==> src/hw/rtl/tdc_pkg.sv <==
package tdc_pkg;

  // widths of the sample, the duty and the breakpoint file
  localparam int AdcBits    = 12;
  localparam int DutyBits   = 16;
  localparam int NumPts     = 4;
  localparam int NumRegs    = 2 * NumPts;
  localparam int CfgIdxBits = $clog2(NumRegs);
  localparam int PtIdxBits  = $clog2(NumPts);

  // product of duty step and offset, and quotient bits of the divider
  localparam int NumBits = AdcBits + DutyBits;
  localparam int QBits   = DutyBits;

  // queue between classifier and divider
  localparam int QueueDepth = 2;
  localparam int PtrBits    = $clog2(QueueDepth);
  localparam int CntBits    = $clog2(QueueDepth + 1);

  // fixed duty at each breakpoint, index 0 is the hottest point
  localparam logic [NumPts-1:0][DutyBits-1:0] DutyAt = {
    16'd65535, 16'd39321, 16'd13107, 16'd0
  };

  // breakpoint reset values, entries 0..3 led set, 4..7 board set
  localparam logic [NumRegs-1:0][AdcBits-1:0] RegReset = {
    12'd2000, 12'd1600, 12'd1200, 12'd800,
    12'd2000, 12'd1600, 12'd1200, 12'd800
  };

  typedef logic [NumRegs-1:0][AdcBits-1:0] points_t;

  // classified request handed to the divider
  typedef struct packed {
    logic [NumBits-1:0]  num;
    logic [AdcBits-1:0]  width;
    logic [DutyBits-1:0] base;
  } item_t;

endpackage

==> src/hw/rtl/tdc_front.sv <==
module tdc_front (
  input  logic                      clk_i,
  input  logic                      rst_ni,
  input  tdc_pkg::points_t          points_i,
  input  logic                      in_valid_i,
  output logic                      in_stall_o,
  input  logic [tdc_pkg::AdcBits-1:0] adc_reading_i,
  input  logic                      use_led_sensor_i,
  output logic                      item_valid_o,
  input  logic                      item_stall_i,
  output tdc_pkg::item_t            item_o
);
  import tdc_pkg::*;

  logic                           adv;
  logic [NumPts-1:0][AdcBits-1:0] pt;
  logic [PtIdxBits-1:0]           lo, hi;
  logic [AdcBits-1:0]             pt_lo, pt_hi;
  logic                           direct;

  logic                f1_valid_q;
  logic [DutyBits-1:0] f1_base_q, f1_base_d;
  logic [DutyBits-1:0] f1_diff_q, f1_diff_d;
  logic [AdcBits-1:0]  f1_off_q, f1_off_d;
  logic [AdcBits-1:0]  f1_width_q, f1_width_d;

  logic  f2_valid_q;
  item_t f2_q, f2_d;

  // whole front moves together when the queue can take the last stage
  assign adv        = !f2_valid_q || !item_stall_i;
  assign in_stall_o = !adv;

  // breakpoint set select
  always_comb begin
    for (int k = 0; k < NumPts; k++) begin
      pt[k] = use_led_sensor_i ? points_i[k] : points_i[NumPts + k];
    end
  end

  // segment search and clamps
  always_comb begin
    if (pt[1] == adc_reading_i) begin
      lo = PtIdxBits'(1); hi = PtIdxBits'(1);
    end else if (pt[1] > adc_reading_i) begin
      lo = PtIdxBits'(0); hi = PtIdxBits'(1);
    end else if (pt[2] == adc_reading_i) begin
      lo = PtIdxBits'(2); hi = PtIdxBits'(2);
    end else if (pt[2] > adc_reading_i) begin
      lo = PtIdxBits'(1); hi = PtIdxBits'(2);
    end else begin
      lo = PtIdxBits'(2); hi = PtIdxBits'(3);
    end
    if (pt[0] >= adc_reading_i) begin
      lo = PtIdxBits'(0); hi = PtIdxBits'(0);
    end
    if (pt[NumPts-1] <= adc_reading_i) begin
      lo = PtIdxBits'(NumPts-1); hi = PtIdxBits'(NumPts-1);
    end
  end

  // segment width, offset and duty step; flat points divide 0 by 1
  always_comb begin
    pt_lo  = pt[lo];
    pt_hi  = pt[hi];
    direct = (lo == hi) || (pt_hi <= pt_lo) || (adc_reading_i <= pt_lo);
    f1_base_d = DutyAt[lo];
    if (direct) begin
      f1_diff_d  = '0;
      f1_off_d   = '0;
      f1_width_d = AdcBits'(1);
    end else begin
      f1_diff_d  = DutyAt[hi] - DutyAt[lo];
      f1_off_d   = adc_reading_i - pt_lo;
      f1_width_d = pt_hi - pt_lo;
    end
  end

  // numerator product
  always_comb begin
    f2_d.num   = NumBits'(f1_diff_q) * NumBits'(f1_off_q);
    f2_d.width = f1_width_q;
    f2_d.base  = f1_base_q;
  end

  // stage valids
  always_ff @(posedge clk_i or negedge rst_ni) begin
    if (!rst_ni) begin
      f1_valid_q <= 1'b0;
      f2_valid_q <= 1'b0;
    end else if (adv) begin
      f1_valid_q <= in_valid_i;
      f2_valid_q <= f1_valid_q;
    end
  end

  // stage payloads
  always_ff @(posedge clk_i) begin
    if (adv) begin
      f1_base_q  <= f1_base_d;
      f1_diff_q  <= f1_diff_d;
      f1_off_q   <= f1_off_d;
      f1_width_q <= f1_width_d;
      f2_q       <= f2_d;
    end
  end

  assign item_valid_o = f2_valid_q;
  assign item_o       = f2_q;

  // a stalled product holds
  a_f2_hold: assert property (@(posedge clk_i) disable iff (!rst_ni)
    f2_valid_q && item_stall_i |=> f2_valid_q && $stable(f2_q))
    else $error("front product changed while stalled");

  // the divider never sees a zero width
  a_width_nz: assert property (@(posedge clk_i) disable iff (!rst_ni)
    f2_valid_q |-> f2_q.width != '0)
    else $error("zero segment width sent to divider");

endmodule

==> src/hw/rtl/tdc_queue.sv <==
module tdc_queue (
  input  logic           clk_i,
  input  logic           rst_ni,
  input  logic           push_valid_i,
  output logic           push_stall_o,
  input  tdc_pkg::item_t push_data_i,
  output logic           pop_valid_o,
  input  logic           pop_stall_i,
  output tdc_pkg::item_t pop_data_o
);
  import tdc_pkg::*;

  item_t               data_q [QueueDepth];
  logic [PtrBits-1:0]  wr_ptr_q, rd_ptr_q;
  logic [CntBits-1:0]  count_q;
  logic                full, push, pop;

  assign full         = (count_q == CntBits'(QueueDepth));
  assign push         = push_valid_i && !full;
  assign pop          = pop_valid_o && !pop_stall_i;
  assign push_stall_o = full;
  assign pop_valid_o  = (count_q != '0);
  assign pop_data_o   = data_q[rd_ptr_q];

  // pointers and fill count
  always_ff @(posedge clk_i or negedge rst_ni) begin
    if (!rst_ni) begin
      wr_ptr_q <= '0;
      rd_ptr_q <= '0;
      count_q  <= '0;
    end else begin
      if (push) wr_ptr_q <= wr_ptr_q + PtrBits'(1);
      if (pop)  rd_ptr_q <= rd_ptr_q + PtrBits'(1);
      if (push && !pop) begin
        count_q <= count_q + CntBits'(1);
      end else if (pop && !push) begin
        count_q <= count_q - CntBits'(1);
      end
    end
  end

  // entry storage
  always_ff @(posedge clk_i) begin
    if (push) data_q[wr_ptr_q] <= push_data_i;
  end

endmodule

==> src/hw/rtl/tdc_back.sv <==
module tdc_back (
  input  logic                         clk_i,
  input  logic                         rst_ni,
  input  logic                         item_valid_i,
  output logic                         item_stall_o,
  input  tdc_pkg::item_t               item_i,
  output logic                         out_valid_o,
  input  logic                         out_stall_i,
  output logic [tdc_pkg::DutyBits-1:0] duty_limit_o
);
  import tdc_pkg::*;

  logic adv;

  // divider stage registers, one quotient bit per stage
  logic                st_valid_q [QBits];
  logic [AdcBits-1:0]  st_rem_q   [QBits];
  logic [QBits-1:0]    st_low_q   [QBits];
  logic [QBits-1:0]    st_quo_q   [QBits];
  logic [AdcBits-1:0]  st_width_q [QBits];
  logic [DutyBits-1:0] st_base_q  [QBits];

  logic                st_valid_d [QBits];
  logic [AdcBits-1:0]  st_rem_d   [QBits];
  logic [QBits-1:0]    st_low_d   [QBits];
  logic [QBits-1:0]    st_quo_d   [QBits];
  logic [AdcBits-1:0]  st_width_d [QBits];
  logic [DutyBits-1:0] st_base_d  [QBits];

  logic                out_valid_q;
  logic [DutyBits-1:0] duty_q, duty_d;

  // pipeline moves as a whole when the output register is free
  assign adv          = !out_valid_q || !out_stall_i;
  assign item_stall_o = !adv;

  // restoring division step per stage
  always_comb begin
    for (int s = 0; s < QBits; s++) begin
      logic               v_in;
      logic [AdcBits-1:0] rem_in, w_in;
      logic [QBits-1:0]   low_in, quo_in;
      logic [DutyBits-1:0] base_in;
      logic [AdcBits:0]   trial;
      logic               ge;
      if (s == 0) begin
        v_in    = item_valid_i;
        rem_in  = item_i.num[NumBits-1 -: AdcBits];
        low_in  = item_i.num[QBits-1:0];
        quo_in  = '0;
        w_in    = item_i.width;
        base_in = item_i.base;
      end else begin
        v_in    = st_valid_q[s-1];
        rem_in  = st_rem_q[s-1];
        low_in  = st_low_q[s-1];
        quo_in  = st_quo_q[s-1];
        w_in    = st_width_q[s-1];
        base_in = st_base_q[s-1];
      end
      trial          = {rem_in, low_in[QBits-1]};
      ge             = (trial >= {1'b0, w_in});
      st_valid_d[s]  = v_in;
      st_rem_d[s]    = ge ? AdcBits'(trial - {1'b0, w_in}) : trial[AdcBits-1:0];
      st_low_d[s]    = {low_in[QBits-2:0], 1'b0};
      st_quo_d[s]    = {quo_in[QBits-2:0], ge};
      st_width_d[s]  = w_in;
      st_base_d[s]   = base_in;
    end
  end

  // lower duty plus quotient
  assign duty_d = st_base_q[QBits-1] + st_quo_q[QBits-1];

  // valids
  always_ff @(posedge clk_i or negedge rst_ni) begin
    if (!rst_ni) begin
      for (int s = 0; s < QBits; s++) st_valid_q[s] <= 1'b0;
      out_valid_q <= 1'b0;
    end else if (adv) begin
      for (int s = 0; s < QBits; s++) st_valid_q[s] <= st_valid_d[s];
      out_valid_q <= st_valid_q[QBits-1];
    end
  end

  // payloads
  always_ff @(posedge clk_i) begin
    if (adv) begin
      for (int s = 0; s < QBits; s++) begin
        st_rem_q[s]   <= st_rem_d[s];
        st_low_q[s]   <= st_low_d[s];
        st_quo_q[s]   <= st_quo_d[s];
        st_width_q[s] <= st_width_d[s];
        st_base_q[s]  <= st_base_d[s];
      end
      duty_q <= duty_d;
    end
  end

  assign out_valid_o  = out_valid_q;
  assign duty_limit_o = duty_q;

  // the quotient must fit: top numerator bits stay below the width
  a_quo_fits: assert property (@(posedge clk_i) disable iff (!rst_ni)
    item_valid_i && adv |-> item_i.num[NumBits-1 -: AdcBits] < item_i.width)
    else $error("divider quotient overflows");

  // a result appears only when the last stage held a request
  a_out_src: assert property (@(posedge clk_i) disable iff (!rst_ni)
    $rose(out_valid_q) |-> $past(st_valid_q[QBits-1]))
    else $error("result without a request in the divider");

endmodule

==> src/hw/rtl/thermal_derating_curve.sv <==
// pipeline: two classify stages, one queue slot, 16 divider stages and an
// output register; one request per cycle while out_stall_i is low, set by
// the 16-stage pipelined divider
// a 2-entry queue lets the classifier keep accepting while the divider stalls
// reset: asynchronous active low, breakpoints return to 800/1200/1600/2000
// for both sets and all pipeline and queue contents are dropped
module thermal_derating_curve (
  input  logic                            clk_i,
  input  logic                            rst_ni,
  input  logic                            cfg_we_i,
  input  logic [tdc_pkg::CfgIdxBits-1:0]  cfg_idx_i,
  input  logic [tdc_pkg::AdcBits-1:0]     cfg_data_i,
  input  logic                            in_valid_i,
  output logic                            in_stall_o,
  input  logic [tdc_pkg::AdcBits-1:0]     adc_reading_i,
  input  logic                            use_led_sensor_i,
  output logic                            out_valid_o,
  input  logic                            out_stall_i,
  output logic [tdc_pkg::DutyBits-1:0]    duty_limit_o
);
  import tdc_pkg::*;

  points_t points_q;

  logic  fq_valid, fq_stall;
  item_t fq_data;
  logic  qb_valid, qb_stall;
  item_t qb_data;

  // breakpoint registers
  always_ff @(posedge clk_i or negedge rst_ni) begin
    if (!rst_ni) begin
      points_q <= RegReset;
    end else if (cfg_we_i) begin
      points_q[cfg_idx_i] <= cfg_data_i;
    end
  end

  // classifier
  tdc_front u_front (
    .clk_i            (clk_i),
    .rst_ni           (rst_ni),
    .points_i         (points_q),
    .in_valid_i       (in_valid_i),
    .in_stall_o       (in_stall_o),
    .adc_reading_i    (adc_reading_i),
    .use_led_sensor_i (use_led_sensor_i),
    .item_valid_o     (fq_valid),
    .item_stall_i     (fq_stall),
    .item_o           (fq_data)
  );

  // decoupling queue
  tdc_queue u_queue (
    .clk_i        (clk_i),
    .rst_ni       (rst_ni),
    .push_valid_i (fq_valid),
    .push_stall_o (fq_stall),
    .push_data_i  (fq_data),
    .pop_valid_o  (qb_valid),
    .pop_stall_i  (qb_stall),
    .pop_data_o   (qb_data)
  );

  // divider and output register
  tdc_back u_back (
    .clk_i        (clk_i),
    .rst_ni       (rst_ni),
    .item_valid_i (qb_valid),
    .item_stall_o (qb_stall),
    .item_i       (qb_data),
    .out_valid_o  (out_valid_o),
    .out_stall_i  (out_stall_i),
    .duty_limit_o (duty_limit_o)
  );

endmodule
==> config.mk <==
export PLATFORM = sky130hd
export DESIGN_NAME = thermal_derating_curve
export DESIGN_NICKNAME = d
export VERILOG_FILES = /design/src/hw/rtl/tdc_pkg.sv /design/src/hw/rtl/tdc_front.sv /design/src/hw/rtl/tdc_queue.sv /design/src/hw/rtl/tdc_back.sv /design/src/hw/rtl/thermal_derating_curve.sv
export SDC_FILE = /design/constraint.sdc
export NUM_CORES = 2
export LEC_CHECK = 0
export ABC_AREA = 1
export BUFFER_PORTS_ARGS = -buffer_cell sky130_fd_sc_hd__buf_4
export CAP_MARGIN = 20
export CORE_MARGIN = 1.5
export CORE_UTILIZATION = 55
export DETAILED_ROUTE_END_ITERATION = 10
export HOLD_SLACK_MARGIN = 0.12
export PLACE_DENSITY = 0.74
export SLEW_MARGIN = 15
export SYNTH_ARGS = -nofsm -noshare
export SYNTH_HDL_FRONTEND = slang
export SYNTH_SLANG_ARGS = --single-unit
==> constraint.sdc <==
create_clock -name clk_i -period 20 [get_ports clk_i]
set_input_delay 3 -clock clk_i [delete_from_list [all_inputs] [get_ports clk_i]]
set_output_delay 3 -clock clk_i [all_outputs]
set_load 0.03 [all_outputs]
==> impl_metrics.py <==
metrics = {
    "floorplan": {
        "core_area_sq_um": 96700,
        "fp.dieH_um": 315,
        "die_area_sq_um": 99500,
        "initial_utilization": 0.555,
        "die-width_um": 315,
        "num_rows": 114,
        "ios": 51,
    },
    "outcome": {
        "status": "complete, no violations",
    },
    "clocking": {
        "root_buffer": "clkbuf_16",
        "path_clk_slew_ns": 0.06,
        "cts_sinks": 989,
        "cts_resized": 0,
        "insertion_delay_ns": 0.69,
        "holdBufCountCts": 0,
        "cts_buffers": 101,
        "cts_tree": "built",
        "clockBufferDepth": 3,
        "post_cts_buffers": 0,
        "cts_max_level": 3,
    },
    "drt": {
        "wire_per_inst_um": 16.2,
        "via_per_inst": 5.28,
        "ant_nets": 0,
        "drc": 0,
        "vias": 34700,
        "wl_um": 107000,
        "drtPass1Iterations": 7,
        "drt-initial-drc-count": 2280,
    },
    "worst_setup_path": {
        "ff2ff_setup_slack_ns": 14.32,
        "reg2reg_from": "u_front.f1_off_q[11]$_SDFFCE_PP0N_",
        "crit_type": "primary input to flip-flop",
        "cp_common_cell": "nand2_1",
        "cpPeakStageDelay_ns": 0.65,
        "r2r-end": "u_front.item_o[52]$_DFFE_PN_",
        "cp_max_fo": 95,
        "critical_path_required_ns": 20.40,
        "crit_slowest_cell": "buf_4",
        "reg2reg_depth": 18,
        "worstPathArrival_ns": 8.68,
        "endpoint_kind": "flip-flop",
        "crit_path_start_kind": "primary input",
    },
    "pwr": {
        "switchingPower_mw": 4.48,
        "switching_share": 0.405,
        "clockPowerShare": 0.167,
        "power.total_mw": 11.1,
        "p_seq_frac": 0.383,
        "p_int_mw": 6.59,
        "p_leak_nw": 27.0,
        "vdd_drop_max_uv": 108,
        "p_per_area_nw_per_um2": 189,
        "power.share.combinational": 0.451,
    },
    "worst_hold_path": {
        "min-delay-start": "u_front.f1_width_q[1]$_SDFFCE_PP0N_",
        "whs_path_depth": 0,
        "hold_path.class": "flip-flop to flip-flop",
        "min_to": "u_front.item_o[17]$_DFFE_PN_",
    },
    "finish": {
        "area_growth_pct": 9.10,
        "diodes": 0,
        "num-fill-cells": 7796,
        "post_layout_nonfiller_instances": 6567,
        "final_nets": 5750,
        "layout-drive-gt1-share": 0.0641,
    },
    "sta": {
        "final.min_clock_period_ns": 8.28,
        "fmax_ghz": 0.121,
        "maxSlewHeadroom": 0.284,
        "tightest_slew_ns": 1.07,
        "setup_viol": 0,
        "period_share": 0.414,
        "setup_tns_ns": 0,
        "rsz0062_at_grt": "no",
        "hold_violations": 0,
        "clock-skew-final_ns": 0.0641,
        "drv_slew": 0,
    },
    "grt": {
        "antenna_found_initial": 0,
        "grt_util_all_layers": 0.219,
        "grt_pass1_vias": 34500,
        "overflow": 0,
        "grt_pass1_wl_um": 175000,
        "grt_max_degree": 205,
    },
    "logic_synthesis": {
        "syn-num-nets": 5699,
        "netlist_area_sq_um": 53700,
        "synthDistinctLibCells": 53,
        "syn_area_per_cell_sq_um": 10.4,
        "synthCells": 5156,
        "synth_edf_count": 870,
        "synth_warnings": 0,
        "synth_flop_cell": "edfxtp_1",
        "ys_async_sr_fraction": 0.120,
        "ys_ff_latch": 989,
        "seq_area_frac_synth": 0.543,
    },
    "placed_design": {
        "placed_cells": 6379,
        "io_buffers": 50,
        "globalplace.congestion": 0.899,
        "dp_hpwl_um": 78100,
    },
    "run": {
        "maxCapViolCount": 0,
    },
}
## kinds of logic (layout without fill, tap and decap cells)
family | count (synthesis) | in the layout | share of synthesized area
xor+xnor | 183 | 183 | 0.0299
fa+ha+maj | 510 | 510 | 0.141
simple gates | 1738 | 1738 | 0.137
mux | 3 | 3 | 0.000560
flops | 989 | 989 | 0.543
compound gates | 730 | 730 | 0.0755
buf+inv | 1003 | 1138 | 0.0725
## final cells by class
type                    instances  area [sq um]  share of cell area
well taps                    1276          1600              0.0273
clock buffers                 128          2660              0.0454
clock inverters                59           651              0.0111
flip-flops and latches        989         29100               0.498
multi-input cells            3164         20700               0.353
inverters                     886          3330              0.0568
repair buffers                 65           504             0.00861
## state kept, by name, summed over array words and instances (netlist names), 2 cells and up
name / count
u_front.f1_diff_q: 14
u_back.duty_limit_o: 16
u_back.st_rem_q: 180
u_front.item_o: 44
points_q: 96
u_back.st_valid_d: 15
u_back.st_low_q: 120
u_front.f1_width_q: 12
u_back.st_quo_q: 136
u_back.st_width_q: 180
u_queue.data_q: 88
u_front.f1_off_q: 12
u_queue.count_q: 2
u_front.f1_base_q: 4
u_back.st_base_q: 64
## worst max-delay path, delay by kind of cell
kind                       cells  cell delay [ns]
AOI/OAI and AO/OA              4             1.06
buffers and inverters          6             1.50
adders and majority gates      3             0.89
and+or+nand+nor               13             2.18
## how the worst max path moves through the flow
| stage | slack (ns) | endpoint | cells after the start | startpoint |
|---|---|---|---|---|
| 2_1_floorplan | 7.17 | u_back.st_valid_d[0]$_DFFE_PN0N_ | 3 | out_stall_i |
| 3_3_place_gp | 11.29 | u_front.f1_off_q[11]$_SDFFCE_PP0N_ | 26 | use_led_sensor_i |
| 3_5_place_dp | 11.15 | u_front.f1_off_q[11]$_SDFFCE_PP0N_ | 26 | use_led_sensor_i |
| 4_1_cts | 11.84 | u_front.f1_off_q[11]$_SDFFCE_PP0N_ | 26 | use_led_sensor_i |
| 5_1_grt | 11.23 | u_front.f1_off_q[11]$_SDFFCE_PP0N_ | 26 | use_led_sensor_i |
| 6_report | 11.72 | u_front.f1_off_q[11]$_SDFFCE_PP0N_ | 26 | use_led_sensor_i |
## Yosys cell counts, types with 2 or more instances
cell | n | area, sq um
a21o_1 | 42 | 315
a221oi_2 | 7 | 105
edfxtp_1 | 870 | 26100
ha_1 | 351 | 4390
or2_2 | 38 | 238
nor3_1 | 32 | 160
a21boi_0 | 7 | 52.6
a31oi_1 | 23 | 144
buf_2 | 37 | 185
inv_2 | 2 | 7.51
nand3_2 | 13 | 130
o21ai_1 | 69 | 345
mux2i_1 | 3 | 30.0
nand2_4 | 5 | 56.3
o21ai_2 | 7 | 61.3
nand3_1 | 242 | 1210
and2_1 | 2 | 12.5
a211o_1 | 6 | 52.6
a21boi_1 | 6 | 45.0
a211oi_1 | 3 | 22.5
o21bai_1 | 14 | 105
nor2_1 | 222 | 833
o31ai_1 | 3 | 22.5
nand3b_1 | 19 | 143
nand2_2 | 3 | 18.8
dfrtp_1 | 87 | 2180
xor2_1 | 118 | 1030
buf_6 | 3 | 33.8
nand2_1 | 1086 | 4080
buf_1 | 3 | 11.3
o211ai_1 | 4 | 30.0
fa_1 | 159 | 3180
o21ai_0 | 300 | 1500
a21oi_2 | 6 | 52.6
xnor2_1 | 65 | 569
nand4_1 | 68 | 425
buf_4 | 15 | 113
inv_1 | 884 | 3320
nor2_2 | 2 | 12.5
dfstp_2 | 32 | 841
a21oi_1 | 227 | 1140
nor3b_1 | 2 | 15.0
clkbuf_1 | 59 | 221
## cells in the final DEF, fill, tap and decap left out, types with 7 or more instances in the layout
| cell type | count |
|---|---|
| nand2_1 | 1085 |
| inv_1 | 883 |
| edfxtp_1 | 870 |
| ha_1 | 351 |
| o21ai_0 | 300 |
| nand3_1 | 242 |
| a21oi_1 | 227 |
| nor2_1 | 220 |
| fa_1 | 159 |
| xor2_1 | 118 |
| clkbuf_16 | 101 |
| dfrtp_1 | 87 |
| o21ai_1 | 69 |
| nand4_1 | 68 |
| xnor2_1 | 65 |
| buf_4 | 63 |
| a21o_1 | 42 |
| or2_2 | 38 |
| dfstp_2 | 32 |
| nor3_1 | 31 |
| clkbuf_1 | 24 |
| a31oi_1 | 23 |
| nand3b_1 | 19 |
| clkinv_2 | 17 |
| clkinv_1 | 15 |
| o21bai_1 | 14 |
| nand3_2 | 13 |
| bufinv_16 | 8 |
| o21ai_2 | 7 |
| a21boi_0 | 7 |
| a221oi_2 | 7 |
## per-layer routing
metal | GRT usage | part of all wire | vias up
met2 | 0.376 | 0.49 | 724
met4 | 0.0759 | 0.032 | 0
met1 | 0.286 | 0.44 | 16500
met3 | 0.0302 | 0.041 | 191
met5 | 0 | 0 | -
li1 | - | - | 17300
## metrics by stage
stage / hold slack, ns / setup WS [ns] / instance area (sq um) / utilization
after floorplan: 0.400 / 7.17 / 53700 / -
after global placement: 0.401 / 11.29 / 55200 / 0.571
after detailed placement: 0.405 / 11.15 / 55200 / 0.571
after CTS: 0.387 / 11.84 / 58500 / 0.605
after global routing: 0.401 / 11.23 / 58500 / 0.605
final: 0.386 / 11.72 / 58500 / 0.605
## power groups by stage
stage               clock network [mW]  logic, mW  registers, mW
floorplan                            0       3.89           4.19
global placement                     0       4.82           4.24
detailed placement                   0       4.94           4.26
CTS                               1.89       4.99           4.24
global route                      1.97       5.69           4.33
finish                            1.84       4.99           4.23
Power figures use the tool's default switching activity.
